[src/gzip_header_parser_top_macros.svh]
// Assertion macros for the gzip header parser.
// Used by gzip_header_parser_top.sv; needs no other file.
`ifndef GZIP_HEADER_PARSER_TOP_MACROS_SVH
`define GZIP_HEADER_PARSER_TOP_MACROS_SVH
`ifndef SYNTHESIS
// Same-cycle implication, disabled during reset.
`define GZHP_ASSERT_IMPLY(label, clk, rst, ante, cons) \
   label: assert property (@(posedge clk) disable iff (rst) (ante) |-> (cons)) \
      else $error("gzip header parser: implication check failed");
// Next-cycle implication, disabled during reset.
`define GZHP_ASSERT_NEXT(label, clk, rst, ante, cons) \
   label: assert property (@(posedge clk) disable iff (rst) (ante) |=> (cons)) \
      else $error("gzip header parser: next-cycle check failed");
`else
`define GZHP_ASSERT_IMPLY(label, clk, rst, ante, cons)
`define GZHP_ASSERT_NEXT(label, clk, rst, ante, cons)
`endif
`endif

[src/gzhp_pkg.sv]
// Package for the gzip header parser: item types, codes and parser state.
// Has no dependencies; used by gzhp_step.sv and gzip_header_parser_top.sv.
`timescale 1ns / 1ps
package gzhp_pkg;

   typedef enum logic [2:0] {
      PH_FIXED   = 3'd0,
      PH_EXTRA   = 3'd1,
      PH_NAME    = 3'd2,
      PH_COMMENT = 3'd3,
      PH_PAYLOAD = 3'd4,
      PH_REJECT  = 3'd5
   } phase_type;

   typedef enum logic [2:0] {
      ERR_NONE   = 3'd0,
      ERR_MAGIC  = 3'd1,
      ERR_METHOD = 3'd2,
      ERR_ASCII  = 3'd3,
      ERR_CONT   = 3'd4,
      ERR_CRYPT  = 3'd5,
      ERR_TRUNC  = 3'd6
   } error_type;

   localparam logic [7:0] MAGIC_A        = 8'h1F;
   localparam logic [7:0] MAGIC_B        = 8'h8B;
   localparam logic [7:0] METHOD_DEFLATE = 8'd8;
   localparam logic [7:0] FL_ASCII       = 8'h01;
   localparam logic [7:0] FL_CONT        = 8'h02;
   localparam logic [7:0] FL_EXTRA       = 8'h04;
   localparam logic [7:0] FL_NAME        = 8'h08;
   localparam logic [7:0] FL_COMMENT     = 8'h10;
   localparam logic [7:0] FL_CRYPT       = 8'h20;

   localparam logic [3:0] POS_MAGIC_A = 4'd0;
   localparam logic [3:0] POS_MAGIC_B = 4'd1;
   localparam logic [3:0] POS_METHOD  = 4'd2;
   localparam logic [3:0] POS_FLAGS   = 4'd3;
   localparam logic [3:0] FIXED_LEN   = 4'd10;
   localparam logic [3:0] EXTRA_END   = 4'd12;

   typedef struct packed {
      logic [7:0] byte_value;
      logic       stream_start;
      logic       stream_end;
   } req_item_type;

   typedef struct packed {
      logic [2:0] byte_kind;
      logic       data_start;
      logic [2:0] error_code;
   } rsp_item_type;

   typedef struct packed {
      phase_type   phase;
      logic [3:0]  fixed_position;
      logic [7:0]  flag_bits;
      logic [15:0] extra_remaining;
      logic        payload_seen;
      error_type   sticky_error;
   } parse_state_type;

   localparam parse_state_type STATE_RESET = '{
      phase:           PH_FIXED,
      fixed_position:  4'd0,
      flag_bits:       8'd0,
      extra_remaining: 16'd0,
      payload_seen:    1'b0,
      sticky_error:    ERR_NONE
   };

   // Part that follows the extra field.
   function automatic phase_type after_extra(input logic [7:0] flags);
      phase_type ph;
      if ((flags & FL_NAME) != 8'd0) begin
         ph = PH_NAME;
      end else if ((flags & FL_COMMENT) != 8'd0) begin
         ph = PH_COMMENT;
      end else begin
         ph = PH_PAYLOAD;
      end
      return ph;
   endfunction

   // Part that follows the ten fixed bytes.
   function automatic phase_type after_fixed(input logic [7:0] flags);
      phase_type ph;
      if ((flags & FL_EXTRA) != 8'd0) begin
         ph = PH_EXTRA;
      end else begin
         ph = after_extra(flags);
      end
      return ph;
   endfunction

endpackage

[src/gzip_header_parser_top.sv]
// Top level of the gzip header parser: input register, parser state and result register.
// Depends on gzhp_pkg, gzhp_step and gzip_header_parser_top_macros.svh.
`timescale 1ns / 1ps
// The block takes a compressed file one byte per item on the req_ channel and
// returns one result item per byte on the rsp_ channel, in the same order.
// Each result classes its byte (fixed header, extra field, name, comment,
// payload or rejected), marks the first payload byte, and carries the sticky
// error code as it stands after that byte. An item with stream_start set
// restarts the parser before its byte is handled.
// An accepted item is held in an input register; once the output register is
// empty or being taken, the byte is parsed against the held parser state and
// the result is written to the output register. The parser state is a single
// register updated once per byte, which sets the throughput at one item per
// cycle in both directions while the receiver does not stall.
// When the receiver stalls, the result register holds its item, the input
// register keeps at most one more, and req_stall rises only while both are
// full. Synchronous reset empties both registers and returns the parser to
// the start of the fixed header with no error.
module gzip_header_parser_top (
   input  logic                   clock,
   input  logic                   reset,
   input  logic                   req_valid,
   output logic                   req_stall,
   input  gzhp_pkg::req_item_type req_item,
   output logic                   rsp_valid,
   input  logic                   rsp_stall,
   output gzhp_pkg::rsp_item_type rsp_item
);
   import gzhp_pkg::*;
`include "gzip_header_parser_top_macros.svh"

   // Input stage.
   logic            in_valid_ff;
   logic            in_valid_in;
   req_item_type    in_item_ff;
   req_item_type    in_item_in;

   // Parser state, advanced once for every byte that moves to the output.
   parse_state_type state_ff;
   parse_state_type state_in;
   parse_state_type state_step;

   // Output stage.
   logic            out_valid_ff;
   logic            out_valid_in;
   rsp_item_type    out_item_ff;
   rsp_item_type    out_item_in;
   rsp_item_type    step_result;

   logic            advance;
   logic            req_take;

   gzhp_step u_step (
      .item       (in_item_ff),
      .state_cur  (state_ff),
      .state_next (state_step),
      .result     (step_result)
   );

   // The held byte moves on when the output register is empty or is being taken.
   assign advance   = in_valid_ff && (!out_valid_ff || !rsp_stall);
   assign req_stall = in_valid_ff && !advance;
   assign req_take  = req_valid && !req_stall;

   always_comb begin
      in_valid_in  = in_valid_ff;
      in_item_in   = in_item_ff;
      state_in     = state_ff;
      out_valid_in = out_valid_ff;
      out_item_in  = out_item_ff;
      if (advance) begin
         state_in     = state_step;
         out_item_in  = step_result;
         out_valid_in = 1'b1;
         in_valid_in  = 1'b0;
      end else if (out_valid_ff && !rsp_stall) begin
         out_valid_in = 1'b0;
      end
      if (req_take) begin
         in_valid_in = 1'b1;
         in_item_in  = req_item;
      end
   end

   always_ff @(posedge clock) begin
      if (reset) begin
         in_valid_ff  <= 1'b0;
         out_valid_ff <= 1'b0;
         state_ff     <= STATE_RESET;
      end else begin
         in_valid_ff  <= in_valid_in;
         out_valid_ff <= out_valid_in;
         state_ff     <= state_in;
      end
      in_item_ff  <= in_item_in;
      out_item_ff <= out_item_in;
   end

   assign rsp_valid = out_valid_ff;
   assign rsp_item  = out_item_ff;

   // A first-payload mark only ever sits on a payload byte.
   `GZHP_ASSERT_IMPLY(a_dstart_payload, clock, reset,
      rsp_valid && rsp_item.data_start, rsp_item.byte_kind == PH_PAYLOAD)
   // A rejected byte always carries an error code.
   `GZHP_ASSERT_IMPLY(a_reject_has_code, clock, reset,
      rsp_valid && rsp_item.byte_kind == PH_REJECT, rsp_item.error_code != ERR_NONE)
   // Any recorded error leaves the parser in the rejected phase.
   `GZHP_ASSERT_IMPLY(a_error_rejects, clock, reset,
      state_ff.sticky_error != ERR_NONE, state_ff.phase == PH_REJECT)
   // A byte that moves on always fills the output register.
   `GZHP_ASSERT_NEXT(a_advance_fills, clock, reset,
      advance, rsp_valid)

endmodule

[src/gzhp_step.sv]
// Per-byte header parsing logic: next parser state and the result item.
// Depends on gzhp_pkg.
`timescale 1ns / 1ps
module gzhp_step (
   input  gzhp_pkg::req_item_type    item,
   input  gzhp_pkg::parse_state_type state_cur,
   output gzhp_pkg::parse_state_type state_next,
   output gzhp_pkg::rsp_item_type    result
);
   import gzhp_pkg::*;

   parse_state_type cur;
   parse_state_type nxt;
   phase_type       kind;
   logic            dstart;
   logic [3:0]      pos_inc;
   logic [7:0]      b;

   always_comb begin
      cur     = item.stream_start ? STATE_RESET : state_cur;
      b       = item.byte_value;
      nxt     = cur;
      kind    = cur.phase;
      dstart  = 1'b0;
      pos_inc = cur.fixed_position + 4'd1;

      case (cur.phase)
         PH_FIXED: begin
            if (cur.fixed_position == POS_MAGIC_A && b != MAGIC_A) begin
               nxt.phase = PH_REJECT;
               nxt.sticky_error = ERR_MAGIC;
            end else if (cur.fixed_position == POS_MAGIC_B && b != MAGIC_B) begin
               nxt.phase = PH_REJECT;
               nxt.sticky_error = ERR_MAGIC;
            end else if (cur.fixed_position == POS_METHOD && b != METHOD_DEFLATE) begin
               nxt.phase = PH_REJECT;
               nxt.sticky_error = ERR_METHOD;
            end else if (cur.fixed_position == POS_FLAGS && (b & FL_ASCII) != 8'd0) begin
               nxt.phase = PH_REJECT;
               nxt.sticky_error = ERR_ASCII;
            end else if (cur.fixed_position == POS_FLAGS && (b & FL_CONT) != 8'd0) begin
               nxt.phase = PH_REJECT;
               nxt.sticky_error = ERR_CONT;
            end else if (cur.fixed_position == POS_FLAGS && (b & FL_CRYPT) != 8'd0) begin
               nxt.phase = PH_REJECT;
               nxt.sticky_error = ERR_CRYPT;
            end else begin
               if (cur.fixed_position == POS_FLAGS) begin
                  nxt.flag_bits = b;
               end
               nxt.fixed_position = pos_inc;
               if (pos_inc >= FIXED_LEN) begin
                  nxt.phase = after_fixed(nxt.flag_bits);
               end
            end
            if (nxt.phase == PH_REJECT) begin
               kind = PH_REJECT;
            end
         end
         PH_EXTRA: begin
            if (cur.fixed_position < EXTRA_END) begin
               // Two little-endian length bytes come first.
               if (cur.fixed_position == FIXED_LEN) begin
                  nxt.extra_remaining = {8'd0, b};
               end else begin
                  nxt.extra_remaining = {cur.extra_remaining[15:8] | b,
                                         cur.extra_remaining[7:0]};
               end
               nxt.fixed_position = pos_inc;
               if (pos_inc == EXTRA_END && nxt.extra_remaining == 16'd0) begin
                  nxt.phase = after_extra(cur.flag_bits);
               end
            end else begin
               if (cur.extra_remaining != 16'd0) begin
                  nxt.extra_remaining = cur.extra_remaining - 16'd1;
               end
               if (nxt.extra_remaining == 16'd0) begin
                  nxt.phase = after_extra(cur.flag_bits);
               end
            end
         end
         PH_NAME: begin
            if (b == 8'd0) begin
               nxt.phase = ((cur.flag_bits & FL_COMMENT) != 8'd0) ? PH_COMMENT : PH_PAYLOAD;
            end
         end
         PH_COMMENT: begin
            if (b == 8'd0) begin
               nxt.phase = PH_PAYLOAD;
            end
         end
         PH_PAYLOAD: begin
            if (!cur.payload_seen) begin
               dstart = 1'b1;
               nxt.payload_seen = 1'b1;
            end
         end
         default: begin
            kind = PH_REJECT;
            nxt.phase = PH_REJECT;
         end
      endcase

      // The file ends before the header is complete.
      if (item.stream_end && kind != PH_PAYLOAD && kind != PH_REJECT &&
          nxt.phase != PH_PAYLOAD && nxt.sticky_error == ERR_NONE) begin
         nxt.phase = PH_REJECT;
         nxt.sticky_error = ERR_TRUNC;
      end

      state_next        = nxt;
      result.byte_kind  = kind;
      result.data_start = dstart;
      result.error_code = nxt.sticky_error;
   end

endmodule

[config.mk]
export PLATFORM = sky130hd
export DESIGN_NAME = gzip_header_parser_top
export DESIGN_NICKNAME = d
export VERILOG_FILES = /design/src/gzhp_pkg.sv /design/src/gzip_header_parser_top.sv /design/src/gzhp_step.sv
export VERILOG_INCLUDE_DIRS = /design/src /design/src/src
export SDC_FILE = /design/constraint.sdc
export NUM_CORES = 1
export LEC_CHECK = 0
export ABC_AREA = 0
export BUFFER_PORTS_ARGS = -buffer_cell sky130_fd_sc_hd__buf_2
export CORE_ASPECT_RATIO = 2
export CORE_MARGIN = 2
export CORE_UTILIZATION = 55
export DETAILED_ROUTE_END_ITERATION = 12
export PLACE_DENSITY_LB_ADDON = 0.05
export SYNTH_ARGS = -nofsm -noshare
export SYNTH_HDL_FRONTEND = slang
export SYNTH_HIERARCHICAL = 1
export SYNTH_SLANG_ARGS = --single-unit
export TNS_END_PERCENT = 10
[constraint.sdc]
create_clock -name clock -period 6.8 [get_ports clock]
set_input_delay 0 -clock clock [delete_from_list [all_inputs] [get_ports clock]]
set_output_delay 0 -clock clock [all_outputs]
set_load 0.01 [all_outputs]
==> metrics.yaml, run 1 <==
synth:
  syn_inst: 524
  avgSynthCellArea_um2: 7.77
  syn_nets: 540
  syn-cell-area_mm2: 0.00407
  yosysWarnings: 6
routing:
  dr.pass1.iters: 5
  vias: 4100
  drc: 0
  wl_per_cell_um: 20.0
  ant_nets: 0
  vias_per_cell: 6.63
  drtIter0Drc: 496
  drt-total-wl_um: 12400
layout:
  postLayoutCellArea_mm2: 0.00439
  nFillCells: 694
  drive_gt1_share_pct: 8.75
  fin_nets: 541
  diodes: 0
  syn_to_final_growth_pct: 7.90
  fin_util_pct: 60.9
global_routing:
  grtUsageTotal_pct: 31.5
  grt_max_degree: 63
  grt_pass1_vias: 3989
  overflow: 0
  antenna_found_initial: 0
  grt_pass1_wl_um: 19900
timing:
  post-route-min-period_ns: 3.81
  timing.fmax_mhz: 262
  period_share_pct: 56.0
  setup_viol: 0
  tightest_slew_ns: 1.16
  rsz0062_at_grt: "no"
  hold_viol: 0
  slew_headroom_pct: 22.0
  timing.final.max_slew_violations: 0
  tns_ns: 0
  skew_ns: 0.00808
critical_path:
  cp-start-kind: "flop"
  crit_path_end_kind: "flop"
  critPathMaxFanout: 49
  critPathArrivalTime_ns: 3.97
  crit_required_ns: 6.96
  crit_type: "flop to flop"
flow_run:
  max-cap-violations: 0
floorplan:
  core_area_mm2: 0.00721
  io_pins: 23
  die_w_um: 64.8
  rows: 44
  die_area_mm2: 0.00815
  start_util_pct: 56.5
  die_h_um: 126
placed_design:
  dp_hpwl_um: 8810
  dpl_cell_area_mm2: 0.00409
  gp_congestion: 0.983
  io_buffers: 22
clock_network:
  cts_max_level: 2
  path_clk_slew_ns: 0.07
  clk_latency_ns: 0.30
  cts_max_path_buffers: 2
  cts_tree: "done"
  cts_sinks: 49
  cts-root-buf: "clkbuf_16"
  numCtsBuffers: 5
  cts_setup_buffers: 0
worst_hold_path:
  min_path_type: "input port to flop"
power_and_ir_drop:
  netSwitchingFraction_pct: 24.7
  leakage_nw: 1.56
  ir_drop_mv: 0.150
  power.internal_mw: 0.562
  seqPwrFrac_pct: 43.7
  power-per-cell-area_mw_per_mm2: 170
  p_sw_mw: 0.184
  p_clk_share_pct: 44.5
  combPwrFrac_pct: 11.8
  power_mw: 0.746
run_status:
  outcome: "complete, no violations"
==> metrics by stage <==
step / worst slack, ns / hold WS [ns] / std cells
6_report: 2.99 / 0.0349 / 618
5_1_grt: 2.69 / 0.0738 / 618
2_1_floorplan: 2.92 / 0.0989 / 524
4_1_cts: 3.10 / 0.0205 / 618
3_3_place_gp: 3.21 / 0.177 / 599
3_5_place_dp: 3.13 / 0.179 / 599
==> registers in the layout (all words and copies together), names as in the netlist <==
signal / flops
rsp_item: 7
state_ff: 30
in_valid_ff: 1
rsp_valid: 1
in_item_ff: 10
==> cell type report <==
cell class                      count  area (um^2)  share of cell area, %
Tap cell                           92          115                   2.62
Clock inverter                      3         68.8                   1.57
Clock buffer                        5          125                   2.85
Sequential cell                    49         1150                   26.2
Timing Repair Buffer               38          258                   5.87
Inverter                           13         48.8                   1.11
Multi-Input combinational cell    418         2630                   59.8
==> worst max-delay path, stage by stage, from the launching register on <==
cell      delay [ns]
edfxtp_1        0.32
buf_4           0.42
inv_1           0.16
nand2_1         0.19
ha_1            0.30
nand3_1         0.32
o211ai_1        0.60
a222oi_1        0.22
and4_1          0.26
a41o_1          0.25
o21ai_1         0.22
o221ai_1        0.19
nand2b_1        0.11
mux2i_1         0.07
==> power by group through the flow <==
| stage | Combinational, mW | Sequential, mW | Clock, mW |
|---|---|---|---|
| after floorplan | 0.0690 | 0.325 | 0 |
| after global placement | 0.0803 | 0.332 | 0 |
| after detailed placement | 0.0817 | 0.333 | 0 |
| after CTS | 0.0868 | 0.326 | 0.339 |
| after global routing | 0.0954 | 0.327 | 0.348 |
| final | 0.0878 | 0.326 | 0.332 |
==> metal layers <==
layer	global-route usage [%]	wire [um]	vias to the layer above
met2	55.1	6430	183
met5	0	0	-
met4	22.5	945	0
met3	4.02	646	64
met1	33.7	4340	1933
li1	-	-	1920
==> timing repair <==
action	in CTS	in global routing
endpoints found under the hold margin	11	0
hold buffers	11	0
resized for setup	0	0
==> path summary, 6_finish.rpt <==
check | cells after the start | end | start | slack, ns
max | 13 | state_ff[1] | in_item_ff[1] | 2.99
min | 3 | rsp_valid | rsp_stall | 0.03
max reg2reg | 13 | state_ff[1] | in_item_ff[1] | 2.99
min reg2reg | 2 | state_ff[1] | state_ff[1] | 0.49
==> cell usage in the layout, fill, tap and decap left out, drive strengths merged, types with 7 or more instances in the layout <==
master,count
nand3,15
dfxtp,32
dlygate4sd3,11
nand2b,65
a21oi,31
a221oi,7
nor2,37
a31oi,7
or4,7
o22ai,10
edfxtp,17
inv,14
o21ai,46
buf,27
nor4,10
nand2,39
mux2i,37
nor2b,16
nor3,15
(Power assumes the default switching activity.)
==> run 2: changes to the inputs <==
==> constraint.sdc (replaced) <==
create_clock -name clock -period 3.5 [get_ports clock]
set_input_delay 0 -clock clock [delete_from_list [all_inputs] [get_ports clock]]
set_output_delay 0 -clock clock [all_outputs]
set_load 0.01 [all_outputs]
==> metrics.yaml, run 2 (same netlist as run 1, synthesis figures left out) <==
run_status:
  outcome: "complete, no violations"
routing:
  vias_per_cell: 6.56
  vias: 4170
  drt-total-wl_um: 13800
  ant_nets: 0
  drc: 0
  drtIter0Drc: 511
  wl_per_cell_um: 21.8
  dr.pass1.iters: 6
power_and_ir_drop:
  ir_drop_mv: 0.254
  power_mw: 1.33
  leakage_nw: 1.63
  power-per-cell-area_mw_per_mm2: 297
layout:
  diodes: 0
  drive_gt1_share_pct: 11.8
  final_common_cell: "nand2b_1"
  syn_to_final_growth_pct: 10.5
  postLayoutCellArea_mm2: 0.00450
  nFillCells: 673
  regMostFlops: "state_ff"
  most-common-layout-cells: "65 x nand2b_1, 42 x o21ai_0, 39 x nand2_1"
  fin_util_pct: 62.4
  largest_reg_flops: 30
  fin_nets: 559
timing:
  post-route-min-period_ns: 3.26
  period_share_pct: 93.0
  setup_viol: 0
  tns_ns: 0
  whs_ns: 0.00794
  skew_ns: 0.00610
  slew_headroom_pct: 40.4
  rsz0062_at_grt: "no"
  hold_viol: 0
  timing.fmax_mhz: 307
  timing.final.max_slew_violations: 0
  tightest_slew_ns: 0.891
placed_design:
  io_buffers: 22
  gp_congestion: 1.08
  dp_hpwl_um: 9670
  dpl_cell_area_mm2: 0.00424
floorplan:
  core_area_mm2: 0.00721
  die_w_um: 64.8
  start_util_pct: 56.5
  die_area_mm2: 0.00815
  die_h_um: 126
  io_pins: 23
  rows: 44
global_routing:
  antenna_found_initial: 0
  grt_pass1_vias: 4017
  overflow: 0
  grt_max_degree: 63
  grtUsageTotal_pct: 34.8
  grt_pass1_wl_um: 21600
clock_network:
  path_clk_slew_ns: 0.08
  cts-root-buf: "clkbuf_16"
  cts_max_level: 2
  cts_sinks: 49
  cts_resized: 0
  numCtsBuffers: 5
  cts_max_path_buffers: 2
  cts_tree: "done"
  cts_setup_buffers: 0
  clk_latency_ns: 0.30
critical_path:
  crit_path_end_kind: "flop"
  path_cells: "inv_1 -> nand2_1 -> ha_1 -> buf_4 -> inv_1 -> nor3_1 -> a2111o_1 -> a2111oi_2 -> and4_1 -> a21oi_1 -> o21ai_1 -> o221ai_1 -> nand2b_1 -> mux2i_1"
  cp-start-kind: "flop"
  crit_type: "flop to flop"
  critical-path-max-stage-delay_ns: 0.44
  cp_slowest_cell: "edfxtp_1"
  critPathArrivalTime_ns: 3.42
  critPathMaxFanout: 7
  crit_required_ns: 3.67
  crit_path_frequent_cell: "inv_1"
flow_run:
  max-cap-violations: 0
worst_hold_path:
  min_path_type: "input port to flop"
[run 2: cell types whose count changed in the layout (fill, tap and decap cells not counted)]
cell        delta
buf_4         +17
clkinvlp_4     +2
inv_6          -1
inv_8          +1
buf_12         +1
bufinv_16      -2
[run 2: worst max-delay path: cells and delay by family (launching register included)]
| family | cells | cell delay (ns) |
|---|---|---|
| compound gates | 5 | 1.26 |
| fa+ha+maj | 1 | 0.26 |
| buf+inv | 3 | 0.42 |
| flops | 1 | 0.44 |
| mux | 1 | 0.08 |
| simple gates | 4 | 0.65 |
[run 2: final cells by class]
type	instances	area [um^2]	area share (%)
multi-input cells	418	2630	58.4
repair buffers	56	405	9.01
flip-flops and latches	49	1150	25.6
clock buffers	5	125	2.78
clock inverters	3	26.3	0.584
inverters	13	48.8	1.08
well taps	92	115	2.56
[run 2: power breakdown]
| part | total (mW) | switching, mW | internal, mW |
|---|---|---|---|
| registers | 0.626 | 0.0205 | 0.605 |
| clock network | 0.514 | 0.243 | 0.271 |
| logic | 0.194 | 0.114 | 0.0799 |
[run 2: path summary, 6_finish.rpt]
check / from / to / depth (start not counted) / slack, ns
worst min-delay path: rsp_stall / rsp_valid / 3 / 0.008
worst max-delay path: in_item_ff[1] / state_ff[1] / 14 / 0.24
worst max register to register: in_item_ff[1] / state_ff[1] / 14 / 0.24
worst min register to register: state_ff[3] / state_ff[3] / 2 / 0.50
[run 2: timing repair]
action	4_1_cts	5_1_grt
endpoints found under the hold margin	11	0
setup endpoints to repair	0	0
hold buffers	11	0
[run 2: routing by layer]
layer | routed length (um) | vias up | GRT usage, %
met4 | 977 | 0 | 24.4
met2 | 7390 | 214 | 62.1
met3 | 759 | 66 | 5.09
li1 | - | 1943 | -
met5 | 0 | - | 0
met1 | 4720 | 1947 | 36.0
[run 2: metrics by stage]
step | std cells | setup WS [ns]
2_1_floorplan | 524 | 0.0177
3_3_place_gp | 617 | 0.340
3_5_place_dp | 617 | 0.349
4_1_cts | 636 | 0.312
5_1_grt | 636 | 0.0532
6_report | 636 | 0.244
